**config.mk**
```make
export PLATFORM = sky130hd
export DESIGN_NAME = hex_id_text_parser
export DESIGN_NICKNAME = d
export VERILOG_FILES = /design/src/design/hitp_pkg.sv /design/src/design/hex_id_text_parser.sv /design/src/design/hitp_char_decode.sv /design/src/design/hitp_parse_core.sv
export SDC_FILE = /design/constraint.sdc
export NUM_CORES = 1
export LEC_CHECK = 0
export BUFFER_PORTS_ARGS = -buffer_cell sky130_fd_sc_hd__buf_2
export CAP_MARGIN = 40
export CORE_ASPECT_RATIO = 0.75
export CORE_MARGIN = 8
export CORE_UTILIZATION = 37
export DETAILED_ROUTE_END_ITERATION = 16
export PLACE_DENSITY = 0.61
export SLEW_MARGIN = 10
export SYNTH_ARGS = -nofsm -noshare
export SYNTH_HDL_FRONTEND = slang
export SYNTH_SLANG_ARGS = --single-unit
```
**constraint.sdc**
```tcl
create_clock -name i_clk -period 8 [get_ports i_clk]
set_input_delay 1.6 -clock i_clk [delete_from_list [all_inputs] [get_ports i_clk]]
set_output_delay 1.6 -clock i_clk [all_outputs]
set_load 0.01 [all_outputs]
```
**src/design/hitp_pkg.sv**
```systemverilog
// Shared types, constants and decode helpers for the hex identifier text parser.
`timescale 1ns / 1ps
package hitp_pkg;

    // Hex digits in each component of the identifier text
    localparam int COMPONENT_DIGITS = 16;
    // Character count of a well-formed text: digits, colon, digits
    localparam int TEXT_CHARS       = 2 * COMPONENT_DIGITS + 1;
    localparam int POS_W            = 6;
    localparam logic [POS_W-1:0] POS_MAX   = {POS_W{1'b1}};
    localparam logic [POS_W-1:0] SEP_POS   = POS_W'(COMPONENT_DIGITS);
    localparam logic [POS_W-1:0] TEXT_LEN  = POS_W'(TEXT_CHARS);
    localparam int ID_W             = 64;
    localparam logic [7:0] CHAR_COLON = 8'h3A;

    typedef enum logic [1:0] {
        ST_OK       = 2'd0,
        ST_BAD_LEN  = 2'd1,
        ST_BAD_HEX  = 2'd2,
        ST_ZERO_ID  = 2'd3
    } t_status;

    typedef struct packed {
        logic [7:0] char_code;
        logic       last_char;
    } t_in_beat;

    typedef struct packed {
        t_status         status;
        logic [ID_W-1:0] namespace_id;
        logic [ID_W-1:0] sequence_id;
    } t_out_beat;

    // Classification of one character
    typedef struct packed {
        logic       is_hex;
        logic       is_colon;
        logic [3:0] nibble;
    } t_char_class;

endpackage

```
**src/design/hex_id_text_parser.sv**
```systemverilog
// Top level: input register, parse core and result register with handshakes.
`timescale 1ns / 1ps
// Hex identifier text parser. Feed one character per input beat, with
// last_char set on the final one; a well-formed text is 16 hex digits (either
// case), a colon and 16 more. Each text yields one result beat carrying a
// status and the two 64-bit values, which read zero unless the status is OK.
// The block takes one character per cycle unless stalled: a character is held
// in the input register, is folded into the parse state, and the last one
// loads the result register from there. Input stalls only while a result is
// waiting and a finished text needs the result register.
module hex_id_text_parser
    import hitp_pkg::*;
(
    input  logic      i_clk,
    input  logic      i_rst_n,
    input  logic      i_in_valid,
    output logic      o_in_ready,
    input  t_in_beat  i_in_data,
    output logic      o_out_valid,
    input  logic      i_out_ready,
    output t_out_beat o_out_data
);

    logic      r_in_valid;
    t_in_beat  r_in;
    logic      r_out_valid;
    t_out_beat r_out;
    t_out_beat w_result;
    logic      w_out_free;
    logic      w_advance;

    assign w_out_free = ~r_out_valid | i_out_ready;
    // Non-final characters never need the result register
    assign w_advance  = r_in_valid & (~r_in.last_char | w_out_free);
    assign o_in_ready = ~r_in_valid | w_advance;

    hitp_parse_core u_core (
        .i_clk    (i_clk),
        .i_rst_n  (i_rst_n),
        .i_step   (w_advance),
        .i_beat   (r_in),
        .o_result (w_result)
    );

    // Hold the accepted beat until the core takes it
    always_ff @(posedge i_clk) begin
        if (!i_rst_n) begin
            r_in_valid <= 1'b0;
        end else if (o_in_ready) begin
            r_in_valid <= i_in_valid;
        end
    end

    always_ff @(posedge i_clk) begin
        if (o_in_ready && i_in_valid) begin
            r_in <= i_in_data;
        end
    end

    // Load the result on the final character, drop it once taken
    always_ff @(posedge i_clk) begin
        if (!i_rst_n) begin
            r_out_valid <= 1'b0;
        end else if (w_advance && r_in.last_char) begin
            r_out_valid <= 1'b1;
        end else if (i_out_ready) begin
            r_out_valid <= 1'b0;
        end
    end

    always_ff @(posedge i_clk) begin
        if (w_advance && r_in.last_char) begin
            r_out <= w_result;
        end
    end

    assign o_out_valid = r_out_valid;
    assign o_out_data  = r_out;

    // A failed text never carries values
    a_err_zero: assert property (@(posedge i_clk) disable iff (!i_rst_n)
        (o_out_valid && o_out_data.status != ST_OK) |->
            (o_out_data.namespace_id == '0 && o_out_data.sequence_id == '0))
        else $error("nonzero value on error status");

    // An OK result has both components nonzero
    a_ok_nonzero: assert property (@(posedge i_clk) disable iff (!i_rst_n)
        (o_out_valid && o_out_data.status == ST_OK) |->
            (o_out_data.namespace_id != '0 && o_out_data.sequence_id != '0))
        else $error("zero value with OK status");

    // A new result follows a final character taken by the core
    a_result_src: assert property (@(posedge i_clk) disable iff (!i_rst_n)
        $rose(o_out_valid) |-> $past(w_advance && r_in.last_char))
        else $error("result without final character");

    // A held result is never overwritten
    a_no_overrun: assert property (@(posedge i_clk) disable iff (!i_rst_n)
        (r_out_valid && !i_out_ready) |-> !(w_advance && r_in.last_char))
        else $error("result register overrun");

endmodule

```
**src/design/hitp_char_decode.sv**
```systemverilog
// Character classifier: hex digit value, hex validity and separator match.
`timescale 1ns / 1ps
module hitp_char_decode
    import hitp_pkg::*;
(
    input  logic [7:0]  i_char_code,
    output t_char_class o_class
);

    always_comb begin
        o_class.is_colon = (i_char_code == CHAR_COLON);
        o_class.is_hex   = 1'b0;
        o_class.nibble   = 4'd0;
        // Map 0-9, a-f and A-F; anything else decodes as zero
        if (i_char_code >= 8'h30 && i_char_code <= 8'h39) begin
            o_class.is_hex = 1'b1;
            o_class.nibble = 4'(i_char_code - 8'h30);
        end else if (i_char_code >= 8'h61 && i_char_code <= 8'h66) begin
            o_class.is_hex = 1'b1;
            o_class.nibble = 4'(i_char_code - 8'h57);
        end else if (i_char_code >= 8'h41 && i_char_code <= 8'h46) begin
            o_class.is_hex = 1'b1;
            o_class.nibble = 4'(i_char_code - 8'h37);
        end
    end

endmodule

```
**src/design/hitp_parse_core.sv**
```systemverilog
// Parse state: position count, two accumulators, error flags and result build.
`timescale 1ns / 1ps
module hitp_parse_core
    import hitp_pkg::*;
(
    input  logic        i_clk,
    input  logic        i_rst_n,
    input  logic        i_step,
    input  t_in_beat    i_beat,
    output t_out_beat   o_result
);

    t_char_class      w_class;
    logic [POS_W-1:0] r_pos, n_pos;
    logic [ID_W-1:0]  r_first, n_first;
    logic [ID_W-1:0]  r_second, n_second;
    logic             r_sep_bad, n_sep_bad;
    logic             r_digit_bad, n_digit_bad;
    t_status          w_status;

    hitp_char_decode u_decode (
        .i_char_code (i_beat.char_code),
        .o_class     (w_class)
    );

    // Route the character by position and advance the count
    always_comb begin
        n_first     = r_first;
        n_second    = r_second;
        n_sep_bad   = r_sep_bad;
        n_digit_bad = r_digit_bad;
        if (r_pos < SEP_POS) begin
            n_first     = {r_first[ID_W-5:0], w_class.nibble};
            n_digit_bad = r_digit_bad | ~w_class.is_hex;
        end else if (r_pos == SEP_POS) begin
            n_sep_bad   = r_sep_bad | ~w_class.is_colon;
        end else if (r_pos < TEXT_LEN) begin
            n_second    = {r_second[ID_W-5:0], w_class.nibble};
            n_digit_bad = r_digit_bad | ~w_class.is_hex;
        end
        n_pos = (r_pos < POS_MAX) ? r_pos + 1'b1 : POS_MAX;
    end

    // Build status in priority order: length/separator, digit, zero value
    always_comb begin
        if (n_pos != TEXT_LEN || n_sep_bad) begin
            w_status = ST_BAD_LEN;
        end else if (n_digit_bad) begin
            w_status = ST_BAD_HEX;
        end else if (n_first == '0 || n_second == '0) begin
            w_status = ST_ZERO_ID;
        end else begin
            w_status = ST_OK;
        end
        o_result.status       = w_status;
        o_result.namespace_id = (w_status == ST_OK) ? n_first  : '0;
        o_result.sequence_id  = (w_status == ST_OK) ? n_second : '0;
    end

    // Update on each beat; clear after the last character of a text
    always_ff @(posedge i_clk) begin
        if (!i_rst_n) begin
            r_pos       <= '0;
            r_first     <= '0;
            r_second    <= '0;
            r_sep_bad   <= 1'b0;
            r_digit_bad <= 1'b0;
        end else if (i_step) begin
            if (i_beat.last_char) begin
                r_pos       <= '0;
                r_first     <= '0;
                r_second    <= '0;
                r_sep_bad   <= 1'b0;
                r_digit_bad <= 1'b0;
            end else begin
                r_pos       <= n_pos;
                r_first     <= n_first;
                r_second    <= n_second;
                r_sep_bad   <= n_sep_bad;
                r_digit_bad <= n_digit_bad;
            end
        end
    end

endmodule

```
==> results of run 1 <==
[worst max-delay path: cells and delay by family (launching register included)]
family	cells	cell delay, ns
buffers and inverters	3	1.26
AND/OR/NAND/NOR	2	1.14
AO/OA/AOI/OAI	4	1.05
flip-flops	1	0.36
multiplexers	1	0.23
adder cells (fa/ha/maj)	1	0.17
[cell families after synthesis]
kind of cell | synth area share
AOI/OAI and AO/OA | 0.162
xor gates and xnor gates | 0.000734
adders and majority gates | 0.00734
buffers and inverters | 0.0365
DFF | 0.581
muxes | 0.00440
and+or+nand+nor | 0.208
[registers in the layout, indices dropped and copies added, names as in the netlist]
signal / count
u_core.r_first: 64
u_core.r_pos: 6
u_core.r_sep_bad: 1
r_in: 9
r_in_valid: 1
o_out_data: 130
o_out_valid: 1
u_core.r_digit_bad: 1
u_core.r_second: 64
[power breakdown]
group	internal [W]	leakage (nW)	switching, W
logic	0.0000246	1.64	0.0000515
clock network	0.000784	0.477	0.000579
registers	0.00149	2.65	0.00000696
[worst max-delay path by stage]
stage                                  to            start  slack [ns]  cells past startpoint
after floorplan             o_out_data[0]      i_out_ready        2.84                      6
after global placement      o_out_data[1]  u_core.r_pos[0]        3.07                     11
after detailed placement    o_out_data[1]  u_core.r_pos[0]        3.52                     11
after CTS                 o_out_data[104]  u_core.r_pos[0]        3.48                     11
after global routing       o_out_data[22]  u_core.r_pos[0]        3.14                     11
final                     o_out_data[104]  u_core.r_pos[0]        3.47                     11
[cell usage in the layout, fill, tap and decap left out, drive strengths merged, types with 3 or more instances in the layout]
cell / Yosys / final
a211oi: 3 / 3
a21boi: 3 / 3
a21oi: 137 / 137
a22oi: 127 / 127
a31oi: 5 / 5
buf: 18 / 158
clkbuf: 72 / 39
clkinv: 0 / 12
dfxtp: 138 / 138
edfxtp: 139 / 139
ha: 7 / 7
inv: 7 / 9
mux2i: 3 / 3
nand2: 254 / 254
nand2b: 3 / 3
nand3: 14 / 14
nand4: 3 / 3
nor2: 21 / 21
nor2b: 137 / 137
nor3: 18 / 18
nor3b: 3 / 3
nor4: 30 / 30
o21ai: 8 / 8
or2: 3 / 3
or4: 3 / 3
[stage by stage]
step	util	hold slack, ns	total power, W
final	0.434	0.532	0.00294
after global placement	0.402	0.498	0.00160
after global routing	0.434	0.554	0.00302
after floorplan	-	0.468	0.00158
after CTS	0.434	0.530	0.00296
after detailed placement	0.404	0.506	0.00161
[layer usage]
| metal | part of all wire | wire [um] | up-vias | global-route usage |
|---|---|---|---|---|
| li1 | - | - | 4455 | - |
| met1 | 0.52 | 17000 | 4509 | 0.255 |
| met2 | 0.40 | 13100 | 292 | 0.224 |
| met3 | 0.058 | 1890 | 45 | 0.0281 |
| met4 | 0.021 | 700 | 0 | 0.0423 |
| met5 | 0 | 0 | - | 0 |
[area by class of cell]
class,count,area [um2]
sequential,277,6940
inverter,7,28.8
fill,3088,18200
clock buffer,38,811
tap,413,517
clock inverter,18,161
timing repair buffer,159,866
multi-input combinational,812,4620
==> flow_metrics.py, run 1 <==
metrics = {
    "grt": {
        "grt_pass1_vias": 8608,
        "grt_pass1_wl_mm": 50.6,
        "grt_max_degree": 103,
        "grt_use_total": 0.163,
        "antenna_found_initial": 0,
        "grt-ovfl-total": 0,
    },
    "critical_path": {
        "crit_arrival_ns": 4.78,
        "startpoint_type": "flip-flop",
        "worstPathCellList": "inv_1, ha_1, or3b_1, o22ai_4, buf_4, mux2i_1, o311ai_1, o311ai_1, or2_4, buf_4, a21oi_1",
        "worstSetupPathType": "flip-flop to flip-flop",
        "end_kind": "flip-flop",
        "r2r_start": "u_core.r_pos[0]",
        "max_stage_delay_ns": 0.75,
        "critPathMaxFanout": 70,
        "required_ns": 8.25,
        "reg2reg_depth": 11,
        "rrSetupSlack_ns": 3.47,
        "reg2reg_to": "o_out_data[104]",
        "slowest_stage": "buf_4",
    },
    "sta": {
        "drv_slew": 0,
        "fin_worst_skew_ns": 0.0346,
        "worstMarginPinSlew_ns": 0.866,
        "hold_violations": 0,
        "setup_ws_ns": 3.47,
        "setup-violations-final": 0,
        "max_slew_margin": 0.423,
        "clock.fmax_mhz": 221,
        "finalCritPeriodShare": 0.566,
        "tns_ns": 0,
        "period_needed_ns": 4.53,
        "rsz0062_at_grt": "no",
    },
    "worst_hold_path": {
        "hp-class": "flip-flop to flip-flop",
        "hp-start": "u_core.r_digit_bad",
        "worstHoldPathCells": 2,
        "hold_path_end": "u_core.r_digit_bad",
    },
    "route": {
        "drc": 0,
        "via_count": 9301,
        "wl_per_cell_um": 18.9,
        "drt_iter0_drc": 856,
        "first_pass_iters": 5,
        "ant_nets": 0,
        "via_per_inst": 5.40,
        "finalWirelength_mm": 32.6,
    },
    "synth": {
        "seq_area_frac_synth": 0.581,
        "ys_warn_count": 0,
        "synth_edf_count": 139,
        "avgSynthCellArea_um2": 10.1,
        "synth_cell_types": 60,
        "syn_inst": 1186,
        "yosysTopAreaCell": "edfxtp_1",
        "synth.cell_area_mm2": 0.0119,
        "ys.flop_type": "edfxtp_1",
        "async_reset_ff_frac": 0,
        "synth.top_cell.area_share": 0.350,
        "ys_top_cells_by_count": "254 x nand2_1, 139 x edfxtp_1, 138 x dfxtp_1, 137 x nor2b_1",
        "synth_nets": 1206,
        "ys_seq_elements": 277,
        "yosysMostFrequentCell": "nand2_1",
        "synth_area_leaders": "edfxtp_1 35%, dfxtp_1 23%, a22oi_1 8.0%",
    },
    "clocking": {
        "clkTransAtPathRegs_ns": 0.06,
        "htree_num_levels": 1,
        "post_cts_buffers": 0,
        "clock_latency_ns": 0.57,
        "root_buffer": "clkbuf_16",
        "ctsLongestPathBuffers": 3,
        "postCtsHoldBufs": 0,
        "cts_buffers": 30,
        "cts_tree": "done",
        "cts.sinks": 277,
        "ctsResizeCount": 0,
    },
    "die": {
        "die_area_mm2": 0.0383,
        "initial_core_util": 0.372,
        "coreArea_mm2": 0.0321,
        "row_count": 57,
        "die_w_um": 223,
        "ioPinCount": 145,
        "die_h_um": 172,
    },
    "place": {
        "dpl.cell_count": 1667,
        "place_ws_ns": 3.52,
        "port_buffers": 144,
        "gp_congestion": 0.858,
        "hpwlAfterDp_mm": 20.8,
        "place_area_mm2": 0.0130,
    },
    "job": {
        "max_cap_viol_count": 0,
    },
    "final_layout": {
        "antenna_cells": 0,
        "layout-drive-gt1-share": 0.181,
        "fin_nets": 1307,
        "instances_no_fill": 1724,
        "syn2layout_area_growth_pct": 16.7,
        "finalInstanceArea_mm2": 0.0139,
    },
    "power_and_ir_drop": {
        "p_leak_nw": 4.77,
        "power_per_cell_area_mw_per_mm2": 211,
        "ir_drop_mv": 0.198,
    },
    "status": {
        "outcome": "finished, final reports clean",
    },
}
Note: power is estimated with default switching activity, not from simulation.
==> run 2, diff against run 1 <==
==> constraint.sdc (replaced) <==
create_clock -name i_clk -period 4.4 [get_ports i_clk]
set_input_delay 0.88 -clock i_clk [delete_from_list [all_inputs] [get_ports i_clk]]
set_output_delay 0.88 -clock i_clk [all_outputs]
set_load 0.01 [all_outputs]
==> flow_metrics.py, run 2 (same netlist as run 1, synthesis figures left out) <==
metrics = {
    "status": {
        "outcome": "finished, final reports clean",
    },
    "sta": {
        "finalCritPeriodShare": 0.847,
        "tns_ns": 0,
        "drv_slew": 0,
        "clock.fmax_mhz": 268,
        "period_needed_ns": 3.73,
        "rsz0062_at_grt": "no",
        "max_slew_margin": 0.422,
        "worstMarginPinSlew_ns": 0.867,
        "setup-violations-final": 0,
        "fin_worst_skew_ns": 0.0255,
        "hold_violations": 0,
    },
    "power_and_ir_drop": {
        "p_comb_frac": 0.026,
        "p_switching_w": 0.00114,
        "p_clk_frac": 0.475,
        "p_leak_nw": 4.84,
        "ir_drop_mv": 0.250,
        "p_int_w": 0.00433,
        "power_per_cell_area_mw_per_mm2": 389,
        "p_seq_frac": 0.498,
        "p_total_w": 0.00547,
        "p_sw_frac": 0.208,
    },
    "place": {
        "place_area_mm2": 0.0130,
        "gp_congestion": 0.859,
        "dpl.cell_count": 1673,
        "port_buffers": 144,
        "hpwlAfterDp_mm": 21.5,
    },
    "route": {
        "drt_iter0_drc": 1011,
        "via_per_inst": 5.37,
        "met1Wirelength_mm": 16.4,
        "finalWirelength_mm": 32.7,
        "drc": 0,
        "ant_nets": 0,
        "wl_met2_mm": 13.5,
        "first_pass_iters": 5,
        "dr_wl_met3_mm": 2.27,
        "highest_layer": "met5",
        "via_count": 9279,
        "wl_per_cell_um": 19.0,
    },
    "clocking": {
        "ctsResizeCount": 0,
        "cts_buffers": 29,
        "post_cts_buffers": 0,
        "htree_num_levels": 1,
        "cts_tree": "done",
        "clock_latency_ns": 0.56,
        "clkTransAtPathRegs_ns": 0.06,
        "ctsLongestPathBuffers": 3,
        "cts.sinks": 277,
        "postCtsHoldBufs": 0,
        "root_buffer": "clkbuf_16",
    },
    "worst_hold_path": {
        "hp-class": "flip-flop to flip-flop",
        "worstHoldPathCells": 2,
    },
    "die": {
        "row_count": 57,
        "coreArea_mm2": 0.0321,
        "ioPinCount": 145,
        "die_h_um": 172,
        "die_area_mm2": 0.0383,
        "die_w_um": 223,
        "initial_core_util": 0.372,
    },
    "critical_path": {
        "worstSetupPathType": "flip-flop to flip-flop",
        "cp_num_buf_inv": 2,
        "required_ns": 4.69,
        "worstPathCellList": "or2_2, buf_4, nand3_1, nor2_1, o221ai_2, nor4_4, or2_4, buf_4, nor2_1",
        "max_stage_delay_ns": 0.64,
        "startpoint_type": "flip-flop",
        "path_depth": 9,
        "crit_arrival_ns": 4.02,
        "crit_family": "simple AND/OR/NAND/NOR gates",
        "critPathMaxFanout": 45,
        "reg2reg_depth": 9,
        "end_kind": "flip-flop",
        "slowest_stage": "dfxtp_1",
    },
    "final_layout": {
        "layout_commonest_cell": "nand2_1",
        "fin_nets": 1311,
        "largest_reg_flops": 130,
        "finalInstanceArea_mm2": 0.0141,
        "instances_no_fill": 1727,
        "antenna_cells": 0,
        "fill_cells": 3073,
        "layout-drive-gt1-share": 0.186,
        "mostFrequentLayoutCells": "254 x nand2_1, 145 x buf_2, 139 x edfxtp_1, 138 x dfxtp_1, 137 x nor2b_1",
        "syn2layout_area_growth_pct": 17.8,
    },
    "grt": {
        "grt_max_degree": 81,
        "grt_use_total": 0.165,
        "grt_pass1_wl_mm": 51.5,
        "grt_pass1_vias": 8905,
        "antenna_found_initial": 1,
        "grt-ovfl-total": 0,
    },
    "job": {
        "max_cap_viol_count": 0,
    },
}
## run 2: power by group through the flow
stage               Sequential, W  Clock, W  Combinational (W)
finish                    0.00272   0.00260           0.000145
global route              0.00272   0.00276           0.000157
CTS                       0.00272   0.00266           0.000146
detailed placement        0.00278         0           0.000145
global placement          0.00278         0           0.000139
floorplan                 0.00278         0          0.0000917
## run 2: cell type report
| class | instances | area [um2] | share of cell area |
|---|---|---|---|
| timing repair buffer | 164 | 938 | 0.0667 |
| tap | 413 | 517 | 0.0368 |
| clock buffer | 34 | 786 | 0.0559 |
| sequential | 277 | 6940 | 0.493 |
| clock inverter | 20 | 234 | 0.0166 |
| multi-input combinational | 812 | 4620 | 0.328 |
| inverter | 7 | 30.0 | 0.00214 |
## run 2: final timing paths
path	start	to	slack (ns)
setup / recovery	u_core.r_pos[5]	o_out_data[1]	0.67
hold / removal	u_core.r_sep_bad	u_core.r_sep_bad	0.50
setup reg to reg	u_core.r_pos[5]	o_out_data[1]	0.67
hold reg to reg	u_core.r_sep_bad	u_core.r_sep_bad	0.50
## run 2: per-stage QoR
step	setup slack, ns	hold WS (ns)	util
6_report	0.675	0.502	0.438
3_5_place_dp	0.706	0.489	0.406
2_1_floorplan	0.494	0.468	-
3_3_place_gp	0.827	0.486	0.405
5_1_grt	0.444	0.491	0.438
4_1_cts	0.689	0.487	0.438
## run 2: worst register-to-register path: cells and delay by family, from the launching register on
family / cells / cell delay (ns)
buf+inv: 2 / 0.88
simple gates: 6 / 1.82
flops: 1 / 0.64
compound gates: 1 / 0.15
## run 2: routing by layer
metal,vias up,global-route usage
met5,-,0
met4,2,0.0377
met3,42,0.0342
met2,287,0.236
met1,4497,0.251
li1,4451,-
==> run 3, diff against run 2 <==
--- a/config.mk
+++ b/config.mk
@@ -11,7 +11,7 @@
 export CORE_MARGIN = 8
 export CORE_UTILIZATION = 37
 export DETAILED_ROUTE_END_ITERATION = 16
-export PLACE_DENSITY = 0.61
+export PLACE_DENSITY = 0.63
 export SLEW_MARGIN = 10
 export SYNTH_ARGS = -nofsm -noshare
 export SYNTH_HDL_FRONTEND = slang
==> constraint.sdc (replaced) <==
create_clock -name i_clk -period 3.15 [get_ports i_clk]
set_input_delay 0.63 -clock i_clk [delete_from_list [all_inputs] [get_ports i_clk]]
set_output_delay 0.63 -clock i_clk [all_outputs]
set_load 0.01 [all_outputs]
==> flow_metrics.py, run 3 (same netlist as run 1, synthesis figures left out) <==
metrics = {
    "place": {
        "place_ws_ns": 0.0850,
        "place_area_mm2": 0.0132,
        "hpwlAfterDp_mm": 21.1,
        "gp_congestion": 0.832,
        "port_buffers": 144,
    },
    "final_layout": {
        "mostFrequentLayoutCells": "253 x nand2_1, 144 x buf_2, 139 x edfxtp_1, 138 x dfxtp_1, 136 x nor2b_1",
        "finish.utilization": 0.442,
        "layout_commonest_cell": "nand2_1",
        "largest_reg_flops": 130,
        "finalInstanceArea_mm2": 0.0142,
        "fin_nets": 1329,
        "multi_input_area_mm2": 0.00464,
        "fill_cells": 3050,
        "syn2layout_area_growth_pct": 18.7,
        "layout-drive-gt1-share": 0.194,
        "regArea_mm2": 0.00694,
    },
    "critical_path": {
        "rrSetupSlack_ns": 0.08,
        "cp-startpoint": "r_in[2]",
        "end_kind": "flip-flop",
        "r2r_start": "r_in[2]",
        "startpoint_type": "flip-flop",
        "reg2reg_to": "o_out_data[118]",
        "crit_arrival_ns": 3.35,
        "reg2reg_depth": 10,
        "required_ns": 3.44,
        "worstSetupPathType": "flip-flop to flip-flop",
        "endpoint": "o_out_data[118]",
        "critPathMaxFanout": 61,
    },
    "route": {
        "finalWirelength_mm": 32.5,
        "ant_nets": 0,
        "drc": 0,
        "wl_per_cell_um": 18.6,
        "first_pass_iters": 6,
        "via_count": 9398,
        "drt_iter0_drc": 873,
        "via_per_inst": 5.38,
    },
    "worst_hold_path": {
        "hp-class": "input port to flip-flop",
    },
    "die": {
        "die_h_um": 172,
        "die_area_mm2": 0.0383,
        "die_w_um": 223,
        "ioPinCount": 145,
        "row_count": 57,
        "coreArea_mm2": 0.0321,
        "initial_core_util": 0.372,
    },
    "status": {
        "outcome": "finished, final reports clean",
    },
    "grt": {
        "grt_use_total": 0.163,
        "grt_pass1_wl_mm": 50.8,
        "grt_max_degree": 69,
        "grt_pass1_vias": 8761,
        "antenna_found_initial": 1,
        "grt-ovfl-total": 0,
    },
    "sta": {
        "finalCritPeriodShare": 0.974,
        "fin_worst_skew_ns": 0.0120,
        "period_needed_ns": 3.07,
        "rsz0062_at_grt": "yes",
        "clock.fmax_mhz": 326,
        "tns_ns": 0,
        "worstMarginPinSlew_ns": 0.845,
        "setup-violations-final": 0,
        "drv_slew": 0,
        "max_slew_margin": 0.434,
        "hold_violations": 0,
        "setup_ws_ns": 0.0804,
        "hold_ws_ns": 0.257,
    },
    "power_and_ir_drop": {
        "ir_drop_mv": 0.343,
        "p_sw_frac": 0.213,
        "p_switching_w": 0.00158,
        "p_seq_frac": 0.511,
        "p_leak_nw": 4.90,
        "p_clk_frac": 0.460,
        "p_int_w": 0.00585,
        "p_comb_frac": 0.029,
        "power_per_cell_area_mw_per_mm2": 524,
    },
    "clocking": {
        "ctsLongestPathBuffers": 3,
        "clock_latency_ns": 0.55,
        "postCtsHoldBufs": 0,
        "htree_num_levels": 1,
        "cts_buffers": 29,
        "clkTransAtPathRegs_ns": 0.06,
        "cts.sinks": 277,
        "cts_tree": "done",
        "post_cts_buffers": 0,
        "root_buffer": "clkbuf_16",
        "ctsResizeCount": 0,
    },
    "job": {
        "max_cap_viol_count": 0,
    },
}
-- run 3: cell count changes in the layout (fill, tap and decap cells not counted), moves of 2 or more --
cell	change
buf_4	+16
clkbuf_1	+5
buf_12	+4
clkinv_2	-4
bufinv_16	-2
clkinv_1	+2
clkinv_4	-2
-- run 3: critical path, stage by stage, from the launching register on --
cell and delay, ns:
edfxtp_1 0.45, inv_1 0.10, ha_1 0.24, nand2b_1 0.17, a22o_1 0.26, a2111oi_4 0.41
o221ai_2 0.19, nor4_4 0.35, or2_4 0.21, buf_12 0.26, a21oi_1 0.09
-- run 3: how the worst min path moves through the flow --
stage,start,end,depth (start not counted)
3_5_place_dp,u_core.r_sep_bad,u_core.r_sep_bad,2
6_report,i_in_data[6],r_in[6],1
5_1_grt,i_in_data[5],r_in[5],1
2_1_floorplan,u_core.r_digit_bad,u_core.r_digit_bad,2
4_1_cts,i_in_data[5],r_in[5],1
3_3_place_gp,u_core.r_sep_bad,u_core.r_sep_bad,2
-- run 3: final cells by class --
cell class                      count  share of cell area
Sequential cell                   277               0.490
Multi-Input combinational cell    812               0.327
Timing Repair Buffer              182              0.0781
Clock buffer                       38              0.0550
Tap cell                          413              0.0365
Clock inverter                     16              0.0113
Inverter                            7             0.00212
Antenna cell                        1            0.000177
-- run 3: power groups by stage --
stage	combinational [W]	clock [W]	sequential, W
after global routing	0.000231	0.00363	0.00380
after CTS	0.000214	0.00351	0.00380
after detailed placement	0.000214	0	0.00388
final	0.000213	0.00342	0.00380
after global placement	0.000211	0	0.00388
after floorplan	0.000131	0	0.00388
-- run 3: per-stage QoR --
stage,total power (W),std cells
2_1_floorplan,0.00401,1186
3_3_place_gp,0.00409,1690
3_5_place_dp,0.00409,1691
4_1_cts,0.00752,1745
5_1_grt,0.00766,1745
6_report,0.00743,1746
-- run 3: layer usage --
metal	routed length, um	global-route usage	vias up
met4	500	0.0337	2
met2	13700	0.234	293
met1	16200	0.249	4570
li1	-	-	4492
met5	10	0	-
met3	2140	0.0324	41
